--- src/rsd_pkg.sv ---
`timescale 1ns / 1ps

package rsd_pkg;

    localparam logic [15:0] FRAME_PIXELS_RESET = 16'd64000;
    localparam logic [7:0]  OPC_LONG           = 8'h80;
    localparam logic [15:0] WORD_END           = 16'h0000;

    typedef enum logic [2:0] {
        PH_OPCODE    = 3'd0,
        PH_DUMP      = 3'd1,
        PH_RUN_COUNT = 3'd2,
        PH_RUN_PIXEL = 3'd3,
        PH_WORD_LO   = 3'd4,
        PH_WORD_HI   = 3'd5
    } rsd_phase_t;

    typedef struct packed {
        logic [7:0] code_byte;
        logic       frame_start;
    } rsd_in_t;

    typedef struct packed {
        logic [15:0] dest_addr;
        logic [13:0] span_length;
        logic [7:0]  pixel_value;
        logic        end_of_frame;
        logic        overrun;
    } rsd_out_t;

endpackage

--- src/run_skip_dump_frame_decoder_core.sv ---
`timescale 1ns / 1ps

// Channel   | Ports                        | Carries
// ----------+------------------------------+---------------------------------------
// input     | s_valid, s_ready, s_data     | one compressed stream byte + frame mark
// result    | m_valid, m_ready, m_data     | one span write or end-of-frame item
// config    | cfg_wr_en, cfg_wr_data       | frame_pixels clip limit
//
// Each item passes through the input register and then the result register; one item
// is taken every cycle while the result side is not stalled.
// Between the two registers sits a single decode pass: one 17-bit add and two
// compares against the clip limit per item, plus a subtract for the clipped length.
// Reset (aresetn low, synchronous) empties both registers and returns the decoder
// to opcode phase at pixel 0 with frame_pixels = 64000.
// A stalled result holds the result register; the input register then holds too.

module run_skip_dump_frame_decoder_core
    import rsd_pkg::*;
(
    input  logic        aclk,
    input  logic        aresetn,
    input  logic        s_valid,
    output logic        s_ready,
    input  rsd_in_t     s_data,
    output logic        m_valid,
    input  logic        m_ready,
    output rsd_out_t    m_data,
    input  logic        cfg_wr_en,
    input  logic [15:0] cfg_wr_data
);

    // configuration
    logic [15:0] frame_pixels_reg;

    // input register
    logic        in_valid_reg;
    rsd_in_t     in_data_reg;

    // result register
    logic        out_valid_reg;
    rsd_out_t    out_data_reg;

    // decoder state
    rsd_phase_t  phase_reg, phase_next;
    logic [13:0] rem_reg, rem_next;
    logic [15:0] dest_reg, dest_next;
    logic [7:0]  wlo_reg, wlo_next;
    logic        ovf_reg, ovf_next;
    logic        done_reg, done_next;

    // state as seen by this byte (after an optional frame restart)
    rsd_phase_t  cur_phase;
    logic [13:0] cur_rem;
    logic [15:0] cur_dest;
    logic [7:0]  cur_wlo;
    logic        cur_ovf;
    logic        cur_done;

    logic        proc;
    logic [7:0]  b;
    logic [15:0] word;

    // decode results
    logic        span_go;     // span or skip moves the destination
    logic        is_emit;     // span produces a result when inside the frame
    logic [15:0] span_len;
    logic        eof_hit;

    // clip datapath
    logic [16:0] span_sum;
    logic        span_over;
    logic        start_out;
    logic [15:0] clip_len;

    logic        res_valid;
    rsd_out_t    res_data;

    // Advance when the result register is free or being emptied this cycle.
    assign proc    = in_valid_reg && (!out_valid_reg || m_ready);
    assign s_ready = !in_valid_reg || proc;
    assign m_valid = out_valid_reg;
    assign m_data  = out_data_reg;

    assign b    = in_data_reg.code_byte;
    assign word = {b, cur_wlo};

    // A frame mark clears everything before the byte is decoded as an opcode.
    always_comb begin
        if (in_data_reg.frame_start) begin
            cur_phase = PH_OPCODE;
            cur_rem   = '0;
            cur_dest  = '0;
            cur_wlo   = '0;
            cur_ovf   = 1'b0;
            cur_done  = 1'b0;
        end else begin
            cur_phase = phase_reg;
            cur_rem   = rem_reg;
            cur_dest  = dest_reg;
            cur_wlo   = wlo_reg;
            cur_ovf   = ovf_reg;
            cur_done  = done_reg;
        end
    end

    // Next phase.
    always_comb begin
        phase_next = cur_phase;
        if (!cur_done) begin
            case (cur_phase)
                PH_OPCODE: begin
                    if (b == 8'h00) begin
                        phase_next = PH_RUN_COUNT;
                    end else if (!b[7]) begin
                        phase_next = PH_DUMP;
                    end else if (b == OPC_LONG) begin
                        phase_next = PH_WORD_LO;
                    end
                end
                PH_DUMP: begin
                    if (cur_rem <= 14'd1) begin
                        phase_next = PH_OPCODE;
                    end
                end
                PH_RUN_COUNT: phase_next = PH_RUN_PIXEL;
                PH_RUN_PIXEL: phase_next = PH_OPCODE;
                PH_WORD_LO:   phase_next = PH_WORD_HI;
                PH_WORD_HI: begin
                    phase_next = PH_OPCODE;
                    if (word[15] && word[14]) begin
                        phase_next = PH_RUN_PIXEL;
                    end else if (word[15] && (word[13:0] != 14'd0)) begin
                        phase_next = PH_DUMP;
                    end
                end
                default: phase_next = PH_OPCODE;
            endcase
        end
    end

    // Per-phase decode of counts, spans and the end marker.
    always_comb begin
        rem_next  = cur_rem;
        wlo_next  = cur_wlo;
        done_next = cur_done;
        span_go   = 1'b0;
        is_emit   = 1'b0;
        span_len  = '0;
        eof_hit   = 1'b0;
        if (!cur_done) begin
            case (cur_phase)
                PH_OPCODE: begin
                    if (b != 8'h00 && !b[7]) begin
                        rem_next = {7'd0, b[6:0]};
                    end else if (b[7] && (b[6:0] != 7'd0)) begin
                        span_go  = 1'b1;
                        span_len = {9'd0, b[6:0]};
                    end
                end
                PH_DUMP: begin
                    if (cur_rem != 14'd0) begin
                        rem_next = cur_rem - 14'd1;
                    end
                    span_go  = 1'b1;
                    is_emit  = 1'b1;
                    span_len = 16'd1;
                end
                PH_RUN_COUNT: rem_next = {6'd0, b};
                PH_RUN_PIXEL: begin
                    rem_next = '0;
                    span_go  = (cur_rem != 14'd0);
                    is_emit  = 1'b1;
                    span_len = {2'd0, cur_rem};
                end
                PH_WORD_LO: wlo_next = b;
                PH_WORD_HI: begin
                    if (word == WORD_END) begin
                        done_next = 1'b1;
                        eof_hit   = 1'b1;
                    end else if (!word[15]) begin
                        span_go  = 1'b1;           // long skip
                        span_len = word;
                    end else if (word[14] || (word[13:0] != 14'd0)) begin
                        rem_next = word[13:0];     // long run or long dump
                    end
                end
                default: ;
            endcase
        end
    end

    // Clip against the frame: one add, two compares and a subtract for the clipped length.
    assign span_sum  = {1'b0, cur_dest} + {1'b0, span_len};
    assign span_over = span_sum > {1'b0, frame_pixels_reg};
    assign start_out = cur_dest >= frame_pixels_reg;
    assign clip_len  = span_over ? (frame_pixels_reg - cur_dest) : span_len;

    always_comb begin
        dest_next = cur_dest;
        ovf_next  = cur_ovf;
        if (span_go) begin
            dest_next = span_over ? frame_pixels_reg : span_sum[15:0];
            ovf_next  = cur_ovf | span_over;
        end
    end

    always_comb begin
        res_valid = 1'b0;
        res_data  = '0;
        if (eof_hit) begin
            res_valid             = 1'b1;
            res_data.end_of_frame = 1'b1;
            res_data.overrun      = cur_ovf;
        end else if (is_emit && span_go && !start_out) begin
            res_valid            = 1'b1;
            res_data.dest_addr   = cur_dest;
            res_data.span_length = clip_len[13:0];
            res_data.pixel_value = b;
            res_data.overrun     = ovf_next;
        end
    end

    // Control registers.
    always_ff @(posedge aclk) begin
        if (!aresetn) begin
            frame_pixels_reg <= FRAME_PIXELS_RESET;
            in_valid_reg     <= 1'b0;
            out_valid_reg    <= 1'b0;
            phase_reg        <= PH_OPCODE;
            rem_reg          <= '0;
            dest_reg         <= '0;
            wlo_reg          <= '0;
            ovf_reg          <= 1'b0;
            done_reg         <= 1'b0;
        end else begin
            if (cfg_wr_en) begin
                frame_pixels_reg <= cfg_wr_data;
            end
            if (s_ready) begin
                in_valid_reg <= s_valid;
            end
            if (proc) begin
                out_valid_reg <= res_valid;
                phase_reg     <= phase_next;
                rem_reg       <= rem_next;
                dest_reg      <= dest_next;
                wlo_reg       <= wlo_next;
                ovf_reg       <= ovf_next;
                done_reg      <= done_next;
            end else if (m_ready) begin
                out_valid_reg <= 1'b0;
            end
        end
    end

    // Payload registers.
    always_ff @(posedge aclk) begin
        if (s_ready && s_valid) begin
            in_data_reg <= s_data;
        end
        if (proc && res_valid) begin
            out_data_reg <= res_data;
        end
    end

endmodule

--- config.mk ---
export PLATFORM = sky130hd
export DESIGN_NAME = run_skip_dump_frame_decoder_core
export DESIGN_NICKNAME = d
export VERILOG_FILES = /design/src/rsd_pkg.sv /design/src/run_skip_dump_frame_decoder_core.sv
export SDC_FILE = /design/constraint.sdc
export NUM_CORES = 1
export LEC_CHECK = 0
export ABC_AREA = 1
export BUFFER_PORTS_ARGS = -buffer_cell sky130_fd_sc_hd__buf_2
export CAP_MARGIN = 40
export CORE_UTILIZATION = 66
export DETAILED_ROUTE_END_ITERATION = 8
export GPL_TIMING_DRIVEN = 0
export PLACE_DENSITY = 0.89
export SLEW_MARGIN = 20
export SYNTH_ARGS = -nofsm -noshare
export SYNTH_HDL_FRONTEND = slang
export SYNTH_SLANG_ARGS = --single-unit
--- constraint.sdc ---
create_clock -name aclk -period 11.84 [get_ports aclk]
set_input_delay 1.776 -clock aclk [delete_from_list [all_inputs] [get_ports aclk]]
set_output_delay 1.776 -clock aclk [all_outputs]
set_load 0.01 [all_outputs]
==> results of run 1 <==
## power groups by stage
stage / Clock, uW / Combinational (uW) / Sequential, uW
final: 306 / 227 / 423
after global routing: 317 / 247 / 424
after CTS: 301 / 217 / 422
after detailed placement: 0 / 215 / 431
after global placement: 0 / 212 / 430
after floorplan: 0 / 154 / 426
## worst max path at each step
stage,start,end,cells past startpoint
after floorplan,in_data_reg[0],m_data[20],31
after CTS,b[0],dest_reg[15],32
after global placement,b[0],dest_reg[13],32
after global routing,b[2],dest_reg[10],32
final,b[0],dest_reg[15],32
after detailed placement,b[0],dest_reg[15],32
## cell usage in the layout (no fill, tap or decap), types with 5 or more instances in the layout
master,count
nand2_1,209
inv_1,138
a21oi_1,117
nor2_1,111
buf_2,77
nand3_1,73
o21ai_0,64
ha_1,62
dfxtp_1,61
edfxtp_1,49
clkbuf_1,24
o211ai_1,22
xor2_1,15
nand4_1,12
o22ai_1,11
nor3_1,10
nand3_2,10
clkbuf_16,9
nor2_2,8
a22oi_1,8
xnor2_1,8
nor4_1,6
a31oi_1,6
buf_6,5
inv_2,5
nand2_2,5
a211oi_2,5
## routing by layer
metal / track usage [%] / up-vias / share of wire [%] / wire length (microns)
li1: - / 3902 / - / -
met1: 61.29 / 3833 / 41 / 10950
met2: 62.90 / 685 / 42 / 11010
met3: 11.50 / 78 / 15 / 3871
met4: 12.44 / 0 / 2.5 / 666
met5: 0 / - / 0 / 0
## per-stage QoR
step,cells,setup slack [ns],area [sq um]
finish,1330,5.376,8855
global route,1330,5.060,8855
CTS,1330,5.690,8855
detailed placement,1314,5.757,8569
global placement,1314,5.769,8569
floorplan,1100,7.296,8035
## final cells by class
class,instances,share of cell area [%]
clock inverter,5,0.4804
buffer,39,2.289
timing repair buffer,71,4.013
multi-input combinational,807,51.91
tap,143,2.021
inverter,144,6.133
sequential,110,30.41
clock buffer,11,2.741
## worst max-delay path, delay by kind of cell (launching register included)
| kind | cells | cell delay (ns) |
|---|---|---|
| flip-flops | 1 | 0.50 |
| AND/OR/NAND/NOR | 18 | 2.80 |
| AO/OA/AOI/OAI | 8 | 1.61 |
| buffers and inverters | 4 | 0.89 |
| adder cells (fa/ha/maj) | 2 | 0.56 |
## cells by family (layout without fill, tap and decap cells)
group | count (synthesis) | count (layout) | synth area share [%]
AND/OR/NAND/NOR | 456 | 456 | 25.23
flip-flops | 110 | 110 | 33.51
buffers and inverters | 183 | 270 | 9.281
AO/OA/AOI/OAI | 264 | 264 | 19.32
adder cells (fa/ha/maj) | 64 | 64 | 10.15
XOR/XNOR | 23 | 23 | 2.507
==> out/qor.yml, run 1 <==
synth:
  synth.ff_latch_count: 110
  ys_seq_area_share_pct: 33.51
  synth.distinct_cells: 52
  synth_common_cells: "nand2_1 (209), inv_1 (139), a21oi_1 (117)"
  synth_fp_nets: 1194
  synthArstFlopShare_pct: 0
  syn_area_per_cell_sq_um: 7.305
  syn_area_sq_um: 8035
  yosysWarnings: 0
  synth_area_leaders: "edfxtp_1 (18%), dfxtp_1 (15%), nand2_1 (9.8%)"
  yosysTopAreaCell: "edfxtp_1"
  yosysMostFrequentCell: "nand2_1"
  synth-edff-count: 49
  ys.flop_type: "dfxtp_1"
  synth_top_area_share_pct: 18.31
  netlist_instances: 1100
final_layout:
  finalNetCount: 1276
  multi_input_area_sq_um: 4597
  largest_reg_flops: 40
  seq_area_sq_um: 2693
  final.fill_count: 882
  antennaDiodeCount: 0
  utilization_pct: 75.93
  final_layout_size_suffix_gt1_share_pct: 12.38
  area_growth_pct: 10.20
floorplan:
  die_h_microns: 112.3
  die-area_sq_um: 12620
  core_area_sq_um: 11660
  num_rows: 39
  dieWidth_microns: 112.3
  initial_core_util_pct: 68.90
  io_pins: 72
worst_setup_path:
  r2r_slack_ns: 5.38
  critPathMaxStageDelay_ns: 0.59
  crit_arrival_ns: 6.76
  crit_path_frequent_cell: "nand2_1"
  worstSetupPathType: "flop to flop"
  end_kind: "flop"
  crit_fanout: 10
  cp.required_ns: 12.13
  ff2ff_path_depth: 32
  rr_startpoint: "b[0]"
  cp-start-kind: "flop"
  cp_slowest_cell: "nor3_1"
  r2r-end: "dest_reg[15]"
flow_run:
  max_cap_viol_count: 0
cts:
  cts_setup_buffers: 0
  clk_latency_ns: 0.37
  clkTransAtPathRegs_ns: 0.08
  cts_buffers: 9
  ctsHtreeMaxLevel: 3
  cts.path.max_buffers: 2
  ctsHoldBuffers: 0
  cts_root_buf: "clkbuf_16"
  cts_tree: "done"
  cts_resized: 0
  clock_sinks: 110
routing:
  dr_total_vias: 8498
  drtPass1Iterations: 9
  wl_mm: 26.49
  vias_per_cell: 6.389
  drtAntennaViolNets: 0
  drt_iter0_drc: 1394
  detail_route.drc_violations: 8
  wl_per_cell_microns: 19.92
worst_hold_path:
  hold_class: "flop to flop"
  hold_depth: 2
  hold_end: "dest_reg[0]"
  hp-start: "dest_reg[0]"
global_route:
  antenna_found_initial: 0
  overflow: 0
  grt_usage_pct: 42.66
  grt_pass1_vias: 7595
  grt_max_degree: 41
  grt_pass1_wl_mm: 40.85
power_and_ir_drop:
  clkPwrFrac_pct: 32.0
  netSwitchingFraction_pct: 33.72
  finalPower_uw: 955.8
  pwr-share-seq_pct: 44.3
  p_int_uw: 633.5
  power_density_nw_per_um2: 107.9
  combPwrFrac_pct: 23.7
  leakage_uw: 0.003968
  ir_worst_vdd_mv: 0.1185
  p_sw_uw: 322.3
status:
  violations: "design-rule violations"
  status: "finished with violations"
timing:
  fmax_mhz: 154.7
  max-slew-margin-rel_pct: 48.22
  finalCritPeriodShare_pct: 54.59
  finClkSkew_ns: 0.01301
  whs_ns: 0.4688
  min_period_ns: 6.464
  grt_setup_unrepaired: "no"
  setup_violations: 0
  finalHoldViolations: 0
  setup_tns_ns: 0
  report.final.slew_viol_count: 0
  tightest_slew_ns: 0.7767
placed_design:
  portBuffers: 71
  hpwl_mm: 20.61
  globalplace.congestion: 1.040
Note: power is estimated with default switching activity, not from simulation.
==> inputs of run 2 (changes only) <==
--- a/config.mk
+++ b/config.mk
@@ -8,10 +8,10 @@
 export ABC_AREA = 1
 export BUFFER_PORTS_ARGS = -buffer_cell sky130_fd_sc_hd__buf_2
 export CAP_MARGIN = 40
-export CORE_UTILIZATION = 66
+export CORE_UTILIZATION = 55
 export DETAILED_ROUTE_END_ITERATION = 8
 export GPL_TIMING_DRIVEN = 0
-export PLACE_DENSITY = 0.89
+export PLACE_DENSITY = 0.8
 export SLEW_MARGIN = 20
 export SYNTH_ARGS = -nofsm -noshare
 export SYNTH_HDL_FRONTEND = slang
==> constraint.sdc (replaced) <==
create_clock -name aclk -period 5.2 [get_ports aclk]
set_input_delay 0.78 -clock aclk [delete_from_list [all_inputs] [get_ports aclk]]
set_output_delay 0.78 -clock aclk [all_outputs]
set_load 0.01 [all_outputs]
==> run 2 against run 1 <==
The run now ends clean. First-iteration DRC count decreased by 13%. Clock-buffer cell count unchanged. Flip-flop and latch count is the same. Critical path depth shrank 2. Sequential power up 130%. Routed wire length increased by 7.6%. Critical path type unchanged. Highest routed layer is now met5. Global-route usage shrank 3.7 points. Critical endpoint is now m_data[19].
==> out/qor.yml, run 2 (same netlist as run 1, synthesis figures left out) <==
final_layout:
  antennaDiodeCount: 0  # unchanged
  utilization_pct: 67.18  # -8.7 points
  final_common_cell: "nand2_1"
  seq_area_sq_um: 2693  # unchanged
  largest_reg_flops: 40  # unchanged
  finalNetCount: 1308  # +2.5%
  final.fill_count: 1228  # +39%
  fin_cells: 1399  # +5.2%
  area_growth_pct: 17.41
  mostFrequentLayoutCells: "nand2_1 (203), inv_1 (132), a21oi_1 (111)"
  multi_input_area_sq_um: 4868  # +5.9%
  final_layout_size_suffix_gt1_share_pct: 19.03  # +6.6 points
cts:
  cts.path.max_buffers: 2  # unchanged
  cts_tree: "done"
  cts_buffers: 9  # unchanged
  clkTransAtPathRegs_ns: 0.08  # about the same
  clk_latency_ns: 0.37  # about the same
  clock_sinks: 110  # unchanged
  ctsHoldBuffers: 0  # unchanged
  ctsHtreeMaxLevel: 3  # unchanged
  cts_root_buf: "clkbuf_16"
placed_design:
  globalplace.congestion: 0.9674  # -7.0%
  hpwl_mm: 21.66  # +5.1%
  dp_cells: 1351  # +2.8%
  portBuffers: 71  # unchanged
timing:
  max-slew-margin-rel_pct: 46.81  # -1.4 points
  setup_violations: 0  # unchanged
  finalHoldViolations: 0  # unchanged
  fmax_mhz: 198.1  # +28%
  min_period_ns: 5.047  # -1.416 ns
  report.final.slew_viol_count: 0  # unchanged
  finClkSkew_ns: 0.01292  # -0.00009330 ns
  finalCritPeriodShare_pct: 97.06  # +42 points
  tightest_slew_ns: 0.7979  # +0.02124 ns
  whs_ns: 0.4650  # -0.003824 ns
flow_run:
  max_cap_viol_count: 0  # unchanged
worst_hold_path:
  hold_class: "flop to flop"
power_and_ir_drop:
  ir_worst_vdd_mv: 0.2598  # +120%
  power_density_nw_per_um2: 234.8  # +120%
  leakage_uw: 0.004137  # +4.3%
  finalPower_uw: 2215  # +130%
global_route:
  grt_max_degree: 41  # unchanged
  grt_usage_pct: 38.92  # -3.7 points
  grt_pass1_wl_mm: 43.13  # +5.6%
  grt_pass1_vias: 7481  # -1.5%
  antenna_found_initial: 1  # +1
  overflow: 0  # unchanged
floorplan:
  die-area_sq_um: 15100  # +20%
  initial_core_util_pct: 57.22  # -12 points
  die_h_microns: 122.9  # +9.4%
  num_rows: 43  # +10%
  io_pins: 72  # unchanged
  core_area_sq_um: 14040  # +20%
  dieWidth_microns: 122.9  # +9.4%
routing:
  drtPass1Iterations: 5  # -4
  drt_iter0_drc: 1206  # -13%
  wl_per_cell_microns: 20.38  # +2.3%
  detail_route.drc_violations: 0  # -8
  dr_total_vias: 8492  # -0.071%
  wl_mm: 28.52  # +7.6%
  drtAntennaViolNets: 0  # unchanged
  vias_per_cell: 6.070  # -5.0%
worst_setup_path:
  cp-start-kind: "flop"
  end_kind: "flop"
  crit_arrival_ns: 5.21  # -1.55 ns
  cp.required_ns: 5.36  # -6.77 ns
  cp_slowest_cell: "edfxtp_1"
  crit_fanout: 10  # unchanged
  r2r_slack_ns: 0.15  # -5.22 ns
  worstSetupPathType: "flop to flop"
  critPathMaxStageDelay_ns: 0.46  # -0.13 ns
status:
  status: "finished, final reports clean"
-- run 2: cell types whose count changed in the layout (fill, tap and decap cells not counted), sizes merged --
cell / previous run / this run
clkinvlp: 0 / 2
buf: 87 / 120
clkinv: 3 / 1
clkbuf: 34 / 33
-- run 2: worst paths after layout --
| path | start | end | depth (start not counted) |
|---|---|---|---|
| max | in_data_reg[0] | m_data[19] | 30 |
| min | dest_reg[8] | dest_reg[8] | 2 |
| max reg2reg | in_data_reg[0] | m_data[19] | 30 |
| min reg2reg | dest_reg[8] | dest_reg[8] | 2 |
-- run 2: stage by stage --
| step | setup TNS, ns | setup WS (ns) | area (sq um) |
|---|---|---|---|
| after floorplan | 0 | 0.6556 | 8035 |
| after global placement | -21.94 | -0.8987 | 8616 |
| after detailed placement | -22.61 | -0.8849 | 8616 |
| after CTS | 0 | 0.01313 | 9087 |
| after global routing | -0.008653 | -0.007027 | 9434 |
| final | 0 | 0.1530 | 9434 |
-- run 2: power breakdown --
group / internal, uW / switching (uW)
registers: 933 / 28.3
logic: 191 / 382
clock network: 333 / 349
total: 1460 / 760
-- run 2: worst max-delay path: cells and delay by family (launching register included) --
kind | cells | cell delay [ns]
AND/OR/NAND/NOR | 14 | 1.77
AO/OA/AOI/OAI | 8 | 1.27
buffers and inverters | 6 | 0.85
flip-flops | 1 | 0.46
adder cells (fa/ha/maj) | 2 | 0.46
-- run 2: per-layer routing --
metal | global-route usage, % | vias to the layer above | share of wire [%]
met2 | 55.09 | 533 | 41
met1 | 57.95 | 3942 | 44
met5 | 0 | - | 0.046
met3 | 8.783 | 56 | 12
li1 | - | 3959 | -
met4 | 11.97 | 2 | 2.2
-- run 2: cell type report --
type | count | area share, %
multi-input cells | 807 | 51.60
flip-flops and latches | 110 | 28.54
repair buffers | 103 | 6.446
inverters | 144 | 5.782
clock buffers | 11 | 2.467
well taps | 180 | 2.387
plain buffers | 39 | 2.308
clock inverters | 5 | 0.4642
-- run 2: timing repair --
action	in CTS	in global routing
buffers inserted	9	22
setup endpoints to repair	32	32
pin swaps	3	15
resized for setup	35	45
